**config.mk**
```make
export PLATFORM = sky130hd
export DESIGN_NAME = css_stream_minifier_top
export DESIGN_NICKNAME = d
export VERILOG_FILES = /design/src/design/css_min_pkg.sv /design/src/design/css_min_scan.sv /design/src/design/css_min_queue.sv /design/src/design/css_stream_minifier_top.sv
export SDC_FILE = /design/constraint.sdc
export NUM_CORES = 1
export LEC_CHECK = 0
export ABC_CLOCK_PERIOD_IN_PS = 5030
export BUFFER_PORTS_ARGS = -buffer_cell sky130_fd_sc_hd__buf_2
export CAP_MARGIN = 20
export CORE_MARGIN = 5
export CORE_UTILIZATION = 29
export DETAILED_ROUTE_END_ITERATION = 10
export PLACE_DENSITY = 0.43
export SYNTH_ARGS = -nofsm -noshare
export SYNTH_HDL_FRONTEND = slang
export SYNTH_SLANG_ARGS = --single-unit
```
**constraint.sdc**
```tcl
create_clock -name clock -period 5.03 [get_ports clock]
set_input_delay 1.006 -clock clock [delete_from_list [all_inputs] [get_ports clock]]
set_output_delay 1.006 -clock clock [all_outputs]
set_load 0.05 [all_outputs]
```
**src/design/css_min_pkg.sv**
```systemverilog
// Shared types, character codes and scanner mode codes for the CSS stream minifier.
`default_nettype none

package css_min_pkg;

   // Character codes recognized by the scanner.
   localparam logic [7:0] CH_SLASH  = 8'h2F;
   localparam logic [7:0] CH_STAR   = 8'h2A;
   localparam logic [7:0] CH_BANG   = 8'h21;
   localparam logic [7:0] CH_DQUOTE = 8'h22;
   localparam logic [7:0] CH_SQUOTE = 8'h27;
   localparam logic [7:0] CH_BSLASH = 8'h5C;
   localparam logic [7:0] CH_SPACE  = 8'h20;
   localparam logic [7:0] CH_TAB    = 8'h09;
   localparam logic [7:0] CH_LF     = 8'h0A;
   localparam logic [7:0] CH_CR     = 8'h0D;

   // Scanner mode codes.
   localparam logic [3:0] MODE_NORMAL     = 4'd0;
   localparam logic [3:0] MODE_SLASH      = 4'd1;
   localparam logic [3:0] MODE_OPEN       = 4'd2;
   localparam logic [3:0] MODE_DROP       = 4'd3;
   localparam logic [3:0] MODE_DROP_STAR  = 4'd4;
   localparam logic [3:0] MODE_KEEP       = 4'd5;
   localparam logic [3:0] MODE_KEEP_STAR  = 4'd6;
   localparam logic [3:0] MODE_STRING     = 4'd7;
   localparam logic [3:0] MODE_STRING_ESC = 4'd8;
   localparam logic [3:0] MODE_ESC        = 4'd9;

   localparam int unsigned MAX_RESULTS = 3;

   // All results caused by one input transaction, queued as one entry.
   typedef struct packed {
      logic [MAX_RESULTS-1:0][7:0] bytes;
      logic [1:0]                  num;
      logic                        has_bytes;
      logic                        last;
      logic                        unclosed;
   } group_type;

   function automatic logic is_space(input logic [7:0] b);
      return (b == CH_SPACE) || (b == CH_TAB) || (b == CH_LF) || (b == CH_CR);
   endfunction

   // Appends one byte to a result group.
   function automatic group_type put_byte(input group_type g, input logic [7:0] b);
      group_type r;
      r = g;
      if (r.num != 2'd3) begin
         r.bytes[r.num] = b;
         r.num = r.num + 2'd1;
      end
      return r;
   endfunction

endpackage

`default_nettype wire

```
**src/design/css_min_scan.sv**
```systemverilog
// Scanner state and combinational byte classification for the CSS stream minifier.
`default_nettype none

module css_min_scan
   import css_min_pkg::*;
(
   input  wire logic       clock,
   input  wire logic       reset,
   input  wire logic       accept,
   input  wire logic [7:0] in_byte,
   input  wire logic       end_of_text,
   output group_type       group,
   output logic            push
);

   logic [3:0] mode_ff, mode_in;
   logic       quote_dbl_ff, quote_dbl_in;
   logic       space_ff, space_in;

   always_comb begin
      group_type g;
      logic [3:0] m;
      logic       sp;
      logic       qd;
      logic       do_plain;

      g        = '0;
      m        = mode_ff;
      sp       = space_ff;
      qd       = quote_dbl_ff;
      do_plain = 1'b0;

      unique case (mode_ff) inside
         MODE_SLASH: begin
            if (in_byte == CH_STAR) begin
               m = MODE_OPEN;
            end else begin
               if (sp) begin
                  g  = put_byte(g, CH_SPACE);
                  sp = 1'b0;
               end
               g        = put_byte(g, CH_SLASH);
               m        = MODE_NORMAL;
               do_plain = 1'b1;
            end
         end
         MODE_OPEN: begin
            if (in_byte == CH_BANG) begin
               g = put_byte(g, CH_SLASH);
               g = put_byte(g, CH_STAR);
               g = put_byte(g, CH_BANG);
               m = MODE_KEEP;
            end else begin
               m = (in_byte == CH_STAR) ? MODE_DROP_STAR : MODE_DROP;
            end
         end
         MODE_DROP, MODE_DROP_STAR: begin
            if (mode_ff == MODE_DROP_STAR && in_byte == CH_SLASH) begin
               m = MODE_NORMAL;
            end else begin
               m = (in_byte == CH_STAR) ? MODE_DROP_STAR : MODE_DROP;
            end
         end
         MODE_KEEP, MODE_KEEP_STAR: begin
            g = put_byte(g, in_byte);
            if (mode_ff == MODE_KEEP_STAR && in_byte == CH_SLASH) begin
               m = MODE_NORMAL;
            end else begin
               m = (in_byte == CH_STAR) ? MODE_KEEP_STAR : MODE_KEEP;
            end
         end
         MODE_STRING: begin
            g = put_byte(g, in_byte);
            if (in_byte == CH_BSLASH) begin
               m = MODE_STRING_ESC;
            end else if (in_byte == (qd ? CH_DQUOTE : CH_SQUOTE)) begin
               m = MODE_NORMAL;
            end
         end
         MODE_STRING_ESC: begin
            g = put_byte(g, in_byte);
            m = MODE_STRING;
         end
         MODE_ESC: begin
            g = put_byte(g, in_byte);
            m = MODE_NORMAL;
         end
         default: begin
            m        = MODE_NORMAL;
            do_plain = 1'b1;
         end
      endcase

      // Handling of a byte seen outside strings and comments.
      if (do_plain) begin
         if (in_byte == CH_SLASH) begin
            m = MODE_SLASH;
         end else if (in_byte == CH_DQUOTE || in_byte == CH_SQUOTE) begin
            g  = put_byte(g, in_byte);
            qd = (in_byte == CH_DQUOTE);
            m  = MODE_STRING;
         end else if (is_space(in_byte)) begin
            sp = 1'b1;
         end else begin
            if (sp) begin
               g  = put_byte(g, CH_SPACE);
               sp = 1'b0;
            end
            g = put_byte(g, in_byte);
            if (in_byte == CH_BSLASH) begin
               m = MODE_ESC;
            end
         end
      end

      if (end_of_text) begin
         if (m == MODE_SLASH) begin
            if (sp) begin
               g = put_byte(g, CH_SPACE);
            end
            g = put_byte(g, CH_SLASH);
         end
         g.unclosed = (m == MODE_KEEP) || (m == MODE_KEEP_STAR);
         g.last     = 1'b1;
      end

      g.has_bytes = (g.num != 2'd0);
      if (end_of_text && !g.has_bytes) begin
         g.num = 2'd1;   // bare end marker
      end

      group = g;
      push  = accept && (g.num != 2'd0);

      if (end_of_text) begin
         mode_in      = MODE_NORMAL;
         space_in     = 1'b0;
         quote_dbl_in = 1'b0;
      end else begin
         mode_in      = m;
         space_in     = sp;
         quote_dbl_in = qd;
      end
   end

   always_ff @(posedge clock) begin
      if (reset) begin
         mode_ff      <= MODE_NORMAL;
         space_ff     <= 1'b0;
         quote_dbl_ff <= 1'b0;
      end else if (accept) begin
         mode_ff      <= mode_in;
         space_ff     <= space_in;
         quote_dbl_ff <= quote_dbl_in;
      end
   end

endmodule

`default_nettype wire

```
**src/design/css_min_queue.sv**
```systemverilog
// Result group queue that hands out one result byte or a bare end mark per transaction.
`default_nettype none

module css_min_queue
   import css_min_pkg::*;
#(
   parameter int unsigned DEPTH = 4
)
(
   input  wire logic       clock,
   input  wire logic       reset,
   input  wire logic       push,
   input  wire group_type  push_group,
   output logic            full,
   output logic            out_valid,
   input  wire logic       out_stall,
   output logic [7:0]      out_byte,
   output logic            out_byte_valid,
   output logic            out_end,
   output logic            out_unclosed
);

   localparam int unsigned PTR_W = (DEPTH > 1) ? $clog2(DEPTH) : 1;
   localparam int unsigned CNT_W = $clog2(DEPTH + 1);
   localparam logic [PTR_W-1:0] PTR_LAST = PTR_W'(DEPTH - 1);
   localparam logic [CNT_W-1:0] CNT_FULL = CNT_W'(DEPTH);

   group_type        mem_ff [DEPTH];
   logic [PTR_W-1:0] wr_ptr_ff, rd_ptr_ff;
   logic [CNT_W-1:0] count_ff, count_in;
   logic [1:0]       sub_ff, sub_in;
   group_type        head;
   logic             take, pop, last_sub;

   assign head      = mem_ff[rd_ptr_ff];
   assign full      = (count_ff == CNT_FULL);
   assign out_valid = (count_ff != '0);
   assign last_sub  = (sub_ff == (head.num - 2'd1));
   assign take      = out_valid && !out_stall;
   assign pop       = take && last_sub;

   assign out_byte       = head.has_bytes ? head.bytes[sub_ff] : 8'h00;
   assign out_byte_valid = head.has_bytes;
   assign out_end        = head.last && last_sub;
   assign out_unclosed   = head.unclosed && head.last && last_sub;

   always_comb begin
      count_in = count_ff;
      if (push && !pop) begin
         count_in = count_ff + CNT_W'(1);
      end else if (pop && !push) begin
         count_in = count_ff - CNT_W'(1);
      end
      if (pop) begin
         sub_in = 2'd0;
      end else if (take) begin
         sub_in = sub_ff + 2'd1;
      end else begin
         sub_in = sub_ff;
      end
   end

   always_ff @(posedge clock) begin
      if (push) begin
         mem_ff[wr_ptr_ff] <= push_group;
      end
   end

   always_ff @(posedge clock) begin
      if (reset) begin
         wr_ptr_ff <= '0;
         rd_ptr_ff <= '0;
         count_ff  <= '0;
         sub_ff    <= 2'd0;
      end else begin
         count_ff <= count_in;
         sub_ff   <= sub_in;
         if (push) begin
            wr_ptr_ff <= (wr_ptr_ff == PTR_LAST) ? '0 : wr_ptr_ff + PTR_W'(1);
         end
         if (pop) begin
            rd_ptr_ff <= (rd_ptr_ff == PTR_LAST) ? '0 : rd_ptr_ff + PTR_W'(1);
         end
      end
   end

endmodule

`default_nettype wire

```
**src/design/css_stream_minifier_top.sv**
```systemverilog
// Top level of the CSS stream minifier: scanner plus result queue.
//
//   Channel | Ports            | Direction | Moves per transaction
//   --------+------------------+-----------+-----------------------------------
//   request | req_valid/stall  | in        | one source byte and end_of_text
//   response| rsp_valid/stall  | out       | one output byte or a bare end mark
//
// A request transaction is classified in the cycle it is accepted; its result, one
// to three bytes or a bare end mark, goes as one group into the result queue at
// that edge. The first response of a group can be taken in the following cycle,
// and the queue then hands out one response transaction per cycle while rsp_stall
// is low. The request side accepts one transaction per cycle while a group slot is
// free, so req_stall rises only when DEPTH groups wait for the response side.
// Synchronous reset returns the scanner to its normal mode and empties the queue.
// After a transaction marked end_of_text the scanner state returns to reset values.
`default_nettype none

module css_stream_minifier_top
   import css_min_pkg::*;
#(
   parameter int unsigned DEPTH = 4
)
(
   input  wire logic       clock,
   input  wire logic       reset,
   input  wire logic       req_valid,
   output logic            req_stall,
   input  wire logic [7:0] req_in_byte,
   input  wire logic       req_end_of_text,
   output logic            rsp_valid,
   input  wire logic       rsp_stall,
   output logic [7:0]      rsp_out_byte,
   output logic            rsp_byte_valid,
   output logic            rsp_end_of_output,
   output logic            rsp_unclosed_comment
);

   logic      accept;
   logic      push;
   logic      full;
   group_type group;

   // A request is taken whenever the queue has room for its whole group.
   assign req_stall = full;
   assign accept    = req_valid && !full;

   css_min_scan u_scan (
      .clock       (clock),
      .reset       (reset),
      .accept      (accept),
      .in_byte     (req_in_byte),
      .end_of_text (req_end_of_text),
      .group       (group),
      .push        (push)
   );

   css_min_queue #(
      .DEPTH (DEPTH)
   ) u_queue (
      .clock          (clock),
      .reset          (reset),
      .push           (push),
      .push_group     (group),
      .full           (full),
      .out_valid      (rsp_valid),
      .out_stall      (rsp_stall),
      .out_byte       (rsp_out_byte),
      .out_byte_valid (rsp_byte_valid),
      .out_end        (rsp_end_of_output),
      .out_unclosed   (rsp_unclosed_comment)
   );

`ifndef SYNTHESIS
   // An unclosed-comment flag may only ride on the final response of a text.
   a_unclosed_on_end : assert property (@(posedge clock) disable iff (reset)
      rsp_valid && rsp_unclosed_comment |-> rsp_end_of_output)
      else $error("unclosed_comment raised on a non-final response");

   // A bare end marker carries a zero byte and closes the text.
   a_bare_marker : assert property (@(posedge clock) disable iff (reset)
      rsp_valid && !rsp_byte_valid |-> rsp_end_of_output && (rsp_out_byte == 8'h00))
      else $error("bare marker malformed");

   // A full queue always has a response to offer.
   a_stall_means_data : assert property (@(posedge clock) disable iff (reset)
      req_stall |-> rsp_valid)
      else $error("request stalled with empty queue");

   // Reset leaves the queue empty.
   a_reset_empty : assert property (@(posedge clock)
      reset |=> !rsp_valid && !req_stall)
      else $error("queue not empty after reset");
`endif

endmodule

`default_nettype wire

```
==> results.py, run 1 <==
metrics = {
    "job": {
        "maxCapViolations": 0,
    },
    "cts": {
        "cts_root_buffer": "clkbuf_16",
        "clock-sinks": 133,
        "h-tree-depth": 4,
        "cts-hold-fix-buffers": 0,
        "max-clock-path-buffers": 2,
        "cts_setup_buffers": 0,
        "clkLatencyLatePin_ns": 0.42,
        "cts_tree": "built",
        "cts_buffers": 17,
        "cts_resized": 0,
        "clk_pin_slew_ns": 0.06,
    },
    "timing": {
        "setup-violations-final": 0,
        "fmax_mhz": 249,
        "finalHoldViolations": 0,
        "tns_ns": 0,
        "tightest_slew_ns": 0.661,
        "drv_slew": 0,
        "skew_ns": 0.00713,
        "fin_crit_sh_pct": 79.7,
        "fin_crit_ns": 4.01,
        "slew_headroom_pct": 55.9,
        "rsz0062_at_grt": "no",
    },
    "power_and_ir_drop": {
        "p_per_area_nw_per_um2": 462,
        "power_leakage_nw": 2.53,
        "finalPower_w": 0.00339,
        "peakVddDrop_mv": 0.269,
    },
    "hold_path": {
        "hold-path-endpoint": "u_queue.count_ff[2]",
        "min_path_type": "reg2reg",
        "holdPathStages": 2,
        "hp-start": "u_queue.count_ff[2]",
    },
    "logic_synthesis": {
        "synthArstFlopShare_pct": 0,
        "ys_seq_area_share_pct": 60.4,
        "yosysWarnings": 0,
        "synthesis.area_um2": 6330,
        "synth_area_leaders": "edfxtp_1 (55%), mux4_2 (10%), dfxtp_1 (5.4%)",
        "synth_cell_type_count": 66,
        "syn-num-nets": 473,
        "synth-edff-count": 116,
        "synth_top_flop_cell": "edfxtp_1",
        "yosys.area.top_type": "edfxtp_1",
        "synthCells": 453,
        "ys_seq_elements": 133,
        "yosysTopAreaCellShare_pct": 55.0,
        "avgSynthCellArea_um2": 14.0,
    },
    "cells_and_area": {
        "multi_input_area_um2": 2360,
        "final_common_cell": "edfxtp_1",
        "final_util_pct": 33.8,
        "final_cell_mix": "edfxtp_1 (116), nand2_1 (31), mux4_2 (29)",
        "nets": 503,
        "fill_cells": 2108,
        "fin_cells": 776,
        "regArea_um2": 3820,
        "num_antenna_cells": 0,
        "drive_above_1_share_pct": 21.0,
        "area_growth_syn_to_layout_pct": 15.8,
    },
    "routing": {
        "vias": 3839,
        "first_pass_iters": 5,
        "routed_via_density": 4.95,
        "post_drt_wl_per_cell_um": 20.2,
        "drt-total-wl_mm": 15.7,
        "ant_nets": 0,
        "drcViolationCount": 0,
        "drt_iter0_markers": 218,
    },
    "global_routing": {
        "grtUsageMet2_pct": 21.3,
        "grt_max_degree": 30,
        "top_usage_layer": "met2",
        "grt_pass1_vias": 4000,
        "grt_pass1_wl_mm": 24.3,
        "use_met1_pct": 18.1,
        "track_usage_pct": 13.4,
        "overflow": 0,
        "antenna_found_initial": 0,
        "use_met3_pct": 2.98,
    },
    "place": {
        "place_inst": 744,
        "portBuffers": 25,
        "gp_congestion": 0.839,
        "dpl.hpwl_mm": 10.5,
    },
    "floorplanning": {
        "initial_core_util_pct": 29.2,
        "core_area_um2": 21700,
        "rows": 54,
        "fp.dieW_um": 158,
        "io_pins": 26,
        "die_h_um": 158,
        "dieArea_um2": 24900,
    },
    "critical_path": {
        "rrSetupSlack_ns": 1.51,
        "ff2ff_path_depth": 11,
        "startpoint_type": "flip-flop",
        "timing.rr.start": "u_scan.mode_ff[1]",
        "r2r-end": "u_queue.count_ff[2]",
        "end_kind": "output port",
        "critPathKind": "reg2out",
        "cp_data_arrival_time_ns": 3.00,
        "path_max_fanout": 19,
        "crit_required_ns": 4.02,
    },
    "status": {
        "outcome": "finished, final reports clean",
    },
}
-- worst max-delay path by stage --
stage	endpoint	slack, ns
finish	rsp_unclosed_comment	1.02
global route	rsp_unclosed_comment	0.75
CTS	rsp_unclosed_comment	0.89
detailed placement	u_queue.count_ff[2]	1.01
global placement	u_queue.count_ff[2]	1.07
floorplan	u_queue.count_ff[2]	1.56
-- cells by family after synthesis --
group | Yosys count | share of synthesized area, %
buffers and inverters | 35 | 2.35
DFF | 133 | 60.4
xor gates and xnor gates | 6 | 0.830
and+or+nand+nor | 149 | 13.8
muxes | 48 | 13.3
AOI/OAI and AO/OA | 75 | 7.80
adders and majority gates | 7 | 1.50
-- metrics by stage --
| stage | instance area, µm² | hold slack (ns) | setup WS, ns |
|---|---|---|---|
| finish | 7330 | 0.504 | 1.02 |
| global placement | 6770 | 0.482 | 1.07 |
| CTS | 7330 | 0.502 | 0.890 |
| detailed placement | 6770 | 0.494 | 1.01 |
| floorplan | 6330 | 0.456 | 1.56 |
| global route | 7330 | 0.556 | 0.747 |
-- critical path, cell delays in order (launching register included) --
cell and delay [ns]:
dfxtp_2 0.59, buf_4 0.47, mux4_2 0.57, nand3b_1 0.17, o21ai_1 0.27, and3_1 0.25
buf_2 0.26
-- final cells by class --
class / count / share of cell area (%)
sequential: 133 / 52.2
tap: 280 / 4.78
clock inverter: 13 / 1.79
inverter: 13 / 0.665
clock buffer: 19 / 5.90
timing repair buffer: 33 / 2.53
multi-input combinational: 285 / 32.2
-- cell usage after synthesis (all sizes together), types with 5 or more instances --
| master | instances |
|---|---|
| edfxtp | 116 |
| nand2 | 31 |
| mux4 | 29 |
| nor2 | 28 |
| a21oi | 25 |
| and2 | 21 |
| mux2i | 19 |
| dfxtp | 17 |
| inv | 13 |
| buf | 12 |
| o21ai | 11 |
| clkbuf | 10 |
| nor2b | 9 |
| o22ai | 8 |
| and3 | 7 |
| nand2b | 7 |
| nor3 | 7 |
| ha | 6 |
| nand3b | 5 |
| nand4 | 5 |
| nor3b | 5 |
-- state kept, by name, summed over array words and instances, names as in the netlist, named ones only --
signal               count
u_scan.quote_dbl_ff      1
u_queue.wr_ptr_ff        2
u_queue.count_ff         3
u_queue.mem_ff         116
u_queue.sub_ff           2
u_scan.mode_ff           4
u_scan.space_ff          1
u_queue.rd_ptr_ff        2
-- report_power, final --
| group | switching [W] | internal, W | total [W] |
|---|---|---|---|
| logic | 0.000519 | 0.000299 | 0.000818 |
| registers | 0.0000649 | 0.00132 | 0.00138 |
| clock network | 0.000461 | 0.000726 | 0.00119 |
| total | 0.00104 | 0.00234 | 0.00339 |
-- routing by layer --
layer | part of all wire (%) | vias to the layer above | wire length, µm
li1 | - | 1828 | -
met1 | 47 | 1926 | 7360
met2 | 49 | 73 | 7610
met3 | 3.2 | 12 | 503
met4 | 1.4 | 0 | 220
met5 | 0 | - | 0
(Power assumes the default switching activity.)
==> run 2: changes to the inputs <==
--- a/config.mk
+++ b/config.mk
@@ -5,7 +5,7 @@
 export SDC_FILE = /design/constraint.sdc
 export NUM_CORES = 1
 export LEC_CHECK = 0
-export ABC_CLOCK_PERIOD_IN_PS = 5030
+export ABC_CLOCK_PERIOD_IN_PS = 3950
 export BUFFER_PORTS_ARGS = -buffer_cell sky130_fd_sc_hd__buf_2
 export CAP_MARGIN = 20
 export CORE_MARGIN = 5
==> constraint.sdc (replaced) <==
create_clock -name clock -period 3.95 [get_ports clock]
set_input_delay 0.79 -clock clock [delete_from_list [all_inputs] [get_ports clock]]
set_output_delay 0.79 -clock clock [all_outputs]
set_load 0.05 [all_outputs]
==> run 2 against run 1 <==
Combinational power rose by 30%. Clock-buffer cell count fell by 2. Sequential power rose by 27%. Clock skew rose by 0.0039 ns. Worst setup slack got worse by 0.47 ns. Die area did not move. Via count rose by 2.4%. Worst hold slack got worse by 0.0070 ns. Final cell count rose by 0.90%. Flip-flop and latch count did not move.
==> results.py, run 2 (same netlist as run 1, synthesis figures left out) <==
metrics = {
    "status": {
        "outcome": "finished, final reports clean",
    },
    "power_and_ir_drop": {
        "p_clk_share_pct": 36.6,
        "seq_power_share_pct": 39.6,
        "p_int_w": 0.00303,
        "power_leakage_nw": 2.60,
        "p_switching_w": 0.00140,
        "p_per_area_nw_per_um2": 596,
        "peakVddDrop_mv": 0.373,
        "pwr-share-comb_pct": 23.8,
        "p_sw_share_pct": 31.7,
        "finalPower_w": 0.00443,
    },
    "floorplanning": {
        "die_h_um": 158,
        "io_pins": 26,
        "dieArea_um2": 24900,
        "core_area_um2": 21700,
        "initial_core_util_pct": 29.2,
        "rows": 54,
        "fp.dieW_um": 158,
    },
    "cts": {
        "max-clock-path-buffers": 2,
        "cts_buffers": 17,
        "cts_tree": "built",
        "cts_resized": 0,
        "h-tree-depth": 4,
        "cts_root_buffer": "clkbuf_16",
        "clk_pin_slew_ns": 0.07,
        "clkLatencyLatePin_ns": 0.42,
        "cts_setup_buffers": 0,
        "cts-hold-fix-buffers": 0,
        "clock-sinks": 133,
    },
    "timing": {
        "fin_crit_sh_pct": 86.0,
        "skew_ns": 0.0110,
        "fmax_mhz": 294,
        "slew_headroom_pct": 59.6,
        "tightest_slew_ns": 0.597,
        "fin_crit_ns": 3.40,
        "finalHoldViolations": 0,
        "rsz0062_at_grt": "no",
        "drv_slew": 0,
        "tns_ns": 0,
        "hold_slack_ns": 0.497,
        "setup-violations-final": 0,
    },
    "cells_and_area": {
        "top_register": "u_queue.mem_ff",
        "fill_cells": 2080,
        "nets": 510,
        "area_growth_syn_to_layout_pct": 17.4,
        "largest_reg_flops": 116,
        "drive_above_1_share_pct": 23.1,
        "top_regs": "u_queue.mem_ff (116), u_scan.mode_ff (4), u_queue.count_ff (3)",
        "final_common_cell": "edfxtp_1",
        "num_antenna_cells": 0,
        "final_cell_mix": "edfxtp_1 (116), nand2_1 (31), mux4_2 (29)",
        "final_util_pct": 34.3,
    },
    "critical_path": {
        "critPathKind": "reg2out",
        "crit_required_ns": 3.16,
        "path_max_fanout": 10,
        "startpoint_type": "flip-flop",
        "end_kind": "output port",
        "cp_data_arrival_time_ns": 2.61,
    },
    "routing": {
        "ant_nets": 0,
        "first_pass_iters": 4,
        "drt-total-wl_mm": 15.7,
        "routed_via_density": 5.02,
        "drcViolationCount": 0,
        "drt_iter0_markers": 217,
        "post_drt_wl_per_cell_um": 20.0,
        "vias": 3932,
    },
    "hold_path": {
        "min_path_type": "reg2reg",
    },
    "place": {
        "gp_congestion": 0.880,
        "dpl.hpwl_mm": 10.6,
        "portBuffers": 25,
    },
    "job": {
        "maxCapViolations": 0,
    },
    "global_routing": {
        "track_usage_pct": 13.3,
        "grt_max_degree": 30,
        "grt_pass1_vias": 4102,
        "grt_pass1_wl_mm": 24.6,
        "overflow": 0,
        "antenna_found_initial": 0,
    },
}
-- run 2: changes by cell type in the layout (fill, tap and decap cells not counted), sizes merged --
cell / previous run / this run
clkinvlp: 2 / 0
inv: 15 / 22
clkbuf: 19 / 17
buf: 33 / 40
clkinv: 7 / 4
-- run 2: area by class of cell --
type                       count  area, µm²  share of cell area (%)
inverter                      13       48.8                   0.657
tap                          280        350                    4.71
sequential                   133       3820                    51.5
timing repair buffer          40        238                    3.20
multi-input combinational    285       2360                    31.8
clock inverter                15        185                    2.49
clock buffer                  17        425                    5.72
-- run 2: per-layer routing --
| layer | part of all wire, % | track usage (%) |
|---|---|---|
| met5 | 0 | 0 |
| met2 | 47 | 21.1 |
| met4 | 1.6 | 4.10 |
| met3 | 4.4 | 3.03 |
| met1 | 47 | 18.3 |
-- run 2: critical path, cell delays in order, from the launching register on --
cell and delay, ns:
dfxtp_2 0.56, mux4_2 0.57, xor2_1 0.17, o21ai_1 0.37, and3_1 0.25, buf_2 0.27
-- run 2: power groups by stage --
stage                     clock [W]  sequential (W)  combinational, W
final                       0.00162         0.00175           0.00106
after global routing        0.00173         0.00177           0.00115
after CTS                   0.00166         0.00176           0.00108
after detailed placement          0         0.00179           0.00108
after global placement            0         0.00178           0.00107
after floorplan                   0         0.00175          0.000818
-- run 2: worst paths after layout --
path / start / end / slack [ns] / cells after the start
max: flip-flop / rsp_unclosed_comment / 0.55 / 5
min: u_queue.count_ff[2] / u_queue.count_ff[2] / 0.50 / 2
max reg2reg: u_scan.mode_ff[3] / u_queue.count_ff[2] / 0.59 / 10
min reg2reg: u_queue.count_ff[2] / u_queue.count_ff[2] / 0.50 / 2
-- run 2: through the flow --
step / worst slack, ns / instances / area, µm²
2_1_floorplan: 0.694 / 453 / 6330
3_3_place_gp: 0.480 / 751 / 6820
3_5_place_dp: 0.382 / 751 / 6820
4_1_cts: 0.433 / 783 / 7430
5_1_grt: 0.304 / 783 / 7430
6_report: 0.554 / 783 / 7430
==> run 3: changes to the inputs <==
--- a/config.mk
+++ b/config.mk
@@ -7,11 +7,10 @@
 export LEC_CHECK = 0
 export ABC_CLOCK_PERIOD_IN_PS = 3950
 export BUFFER_PORTS_ARGS = -buffer_cell sky130_fd_sc_hd__buf_2
-export CAP_MARGIN = 20
 export CORE_MARGIN = 5
-export CORE_UTILIZATION = 29
+export CORE_UTILIZATION = 55
 export DETAILED_ROUTE_END_ITERATION = 10
-export PLACE_DENSITY = 0.43
+export PLACE_DENSITY = 0.71
 export SYNTH_ARGS = -nofsm -noshare
 export SYNTH_HDL_FRONTEND = slang
 export SYNTH_SLANG_ARGS = --single-unit
==> run 3 against run 2 <==
Via count increased by 1.4%. Sequential power about the same. Power decreased by 1.4%. Highest routed layer unchanged. Largest power group unchanged. Critical path depth increased by 1. Routed wire length decreased by 11%. Flip-flop and latch count unchanged. Cell area decreased by 2.7%. Clock power decreased by 3%. Clock-buffer cell count increased by 2.
==> results.py, run 3 (same netlist as run 1, synthesis figures left out) <==
metrics = {
    "cells_and_area": {
        "largest_reg_flops": 116,
        "top_regs": "u_queue.mem_ff (116), u_scan.mode_ff (4), u_queue.count_ff (3)",
        "final_cell_mix": "edfxtp_1 (116), nand2_1 (31), mux4_2 (29)",
        "num_antenna_cells": 0,
        "final_common_cell": "edfxtp_1",
        "nets": 509,
        "area_growth_syn_to_layout_pct": 14.2,
        "final_area_um2": 7230,
        "top_register": "u_queue.mem_ff",
        "drive_above_1_share_pct": 22.1,
    },
    "timing": {
        "tns_ns": 0,
        "slew_headroom_pct": 52.4,
        "fmax_mhz": 298,
        "drv_slew": 0,
        "setup-violations-final": 0,
        "rsz0062_at_grt": "no",
        "finalHoldViolations": 0,
        "tightest_slew_ns": 0.706,
        "fin_crit_sh_pct": 85.1,
        "hold_slack_ns": 0.491,
        "skew_ns": 0.00596,
        "fin_crit_ns": 3.36,
    },
    "cts": {
        "cts_resized": 0,
        "max-clock-path-buffers": 2,
        "h-tree-depth": 4,
        "cts-hold-fix-buffers": 0,
        "cts_tree": "built",
        "clkLatencyLatePin_ns": 0.41,
        "clock-sinks": 133,
        "cts_setup_buffers": 0,
        "cts_buffers": 17,
        "clk_pin_slew_ns": 0.06,
        "cts_root_buffer": "clkbuf_16",
    },
    "critical_path": {
        "path_max_fanout": 27,
        "startpoint_type": "flip-flop",
        "crit_required_ns": 3.16,
        "critPathKind": "reg2out",
        "cp_data_arrival_time_ns": 2.57,
        "ff2ff_path_depth": 10,
        "rrSetupSlack_ns": 0.84,
        "r2r-end": "u_queue.count_ff[2]",
        "timing.rr.start": "u_scan.mode_ff[3]",
        "end_kind": "output port",
    },
    "floorplanning": {
        "rows": 39,
        "core_area_um2": 11400,
        "fp.dieW_um": 117,
        "io_pins": 26,
        "die_h_um": 117,
        "dieArea_um2": 13800,
        "initial_core_util_pct": 55.7,
    },
    "global_routing": {
        "antenna_found_initial": 0,
        "use_met3_pct": 4.09,
        "grt_max_degree": 30,
        "grt_pass1_wl_mm": 22.4,
        "top_usage_layer": "met2",
        "overflow": 0,
        "track_usage_pct": 21.1,
        "grt_pass1_vias": 4099,
        "grtUsageMet2_pct": 36.1,
        "use_met1_pct": 27.1,
    },
    "hold_path": {
        "hp-start": "u_queue.rd_ptr_ff[0]",
        "min_path_type": "reg2reg",
        "holdPathStages": 2,
    },
    "status": {
        "outcome": "finished, final reports clean",
    },
    "routing": {
        "drcViolationCount": 0,
        "routed_via_density": 6.18,
        "drt-total-wl_mm": 14.0,
        "drt_iter0_markers": 364,
        "ant_nets": 0,
        "vias": 3986,
        "first_pass_iters": 4,
        "post_drt_wl_per_cell_um": 21.7,
    },
    "power_and_ir_drop": {
        "p_per_area_nw_per_um2": 604,
        "peakVddDrop_mv": 0.402,
        "finalPower_w": 0.00437,
        "power_leakage_nw": 2.57,
    },
    "place": {
        "dpl.hpwl_mm": 9.13,
        "portBuffers": 25,
        "place_area_um2": 6640,
        "gp_congestion": 0.933,
    },
    "job": {
        "maxCapViolations": 0,
    },
}
==> run 3: cell types whose count changed in the layout (fill, tap and decap cells not counted), sizes merged <==
cell	before	now
buf	40	39
bufinv	2	3
clkbuf	17	19
clkinv	4	5
clkinvlp	0	3
inv	22	15
==> run 3: area by class of cell <==
| type | instances | area [µm²] |
|---|---|---|
| fillers | 836 | 4140 |
| clock buffers | 19 | 433 |
| well taps | 143 | 179 |
| multi-input cells | 285 | 2360 |
| clock inverters | 13 | 156 |
| repair buffers | 39 | 230 |
| inverters | 13 | 48.8 |
| flip-flops and latches | 133 | 3820 |
==> run 3: how the worst max path moves through the flow <==
| stage | from | to | slack, ns | cells after the start |
|---|---|---|---|---|
| floorplan | req_in_byte[1] | u_queue.count_ff[2] | 0.69 | 12 |
| global placement | req_in_byte[4] | u_queue.count_ff[2] | 0.54 | 12 |
| detailed placement | req_in_byte[4] | u_queue.count_ff[2] | 0.42 | 12 |
| CTS | flip-flop | rsp_out_byte[5] | 0.50 | 6 |
| global route | flip-flop | rsp_out_byte[7] | 0.36 | 6 |
| finish | flip-flop | rsp_out_byte[3] | 0.59 | 6 |
==> run 3: through the flow <==
stage	util, %	cells	worst slack [ns]
CTS	63.6	645	0.499
floorplan	-	453	0.694
detailed placement	58.4	613	0.420
global placement	58.4	613	0.538
global route	63.6	645	0.362
finish	63.6	645	0.590
==> run 3: worst max-delay path: stages, from the launching register on <==
cell     delay, ns
dfxtp_2       0.37
buf_4         0.47
mux4_2        0.60
mux2i_1       0.17
o22ai_1       0.11
and2_1        0.20
buf_2         0.21
==> run 3: per-layer routing <==
metal  routed length, µm  up-vias
met5                   0        -
met4                 250        0
met3                 740       17
met2                7190      119
met1                5840     2018
li1                    -     1832
==> run 3: power breakdown <==
| group | internal (W) | switching [W] | total (W) | leakage (nW) |
|---|---|---|---|---|
| registers | 0.00168 | 0.0000604 | 0.00174 | 1.21 |
| clock network | 0.000989 | 0.000578 | 0.00157 | 0.279 |
| logic | 0.000386 | 0.000672 | 0.00106 | 1.08 |
| total | 0.00306 | 0.00131 | 0.00437 | 2.57 |
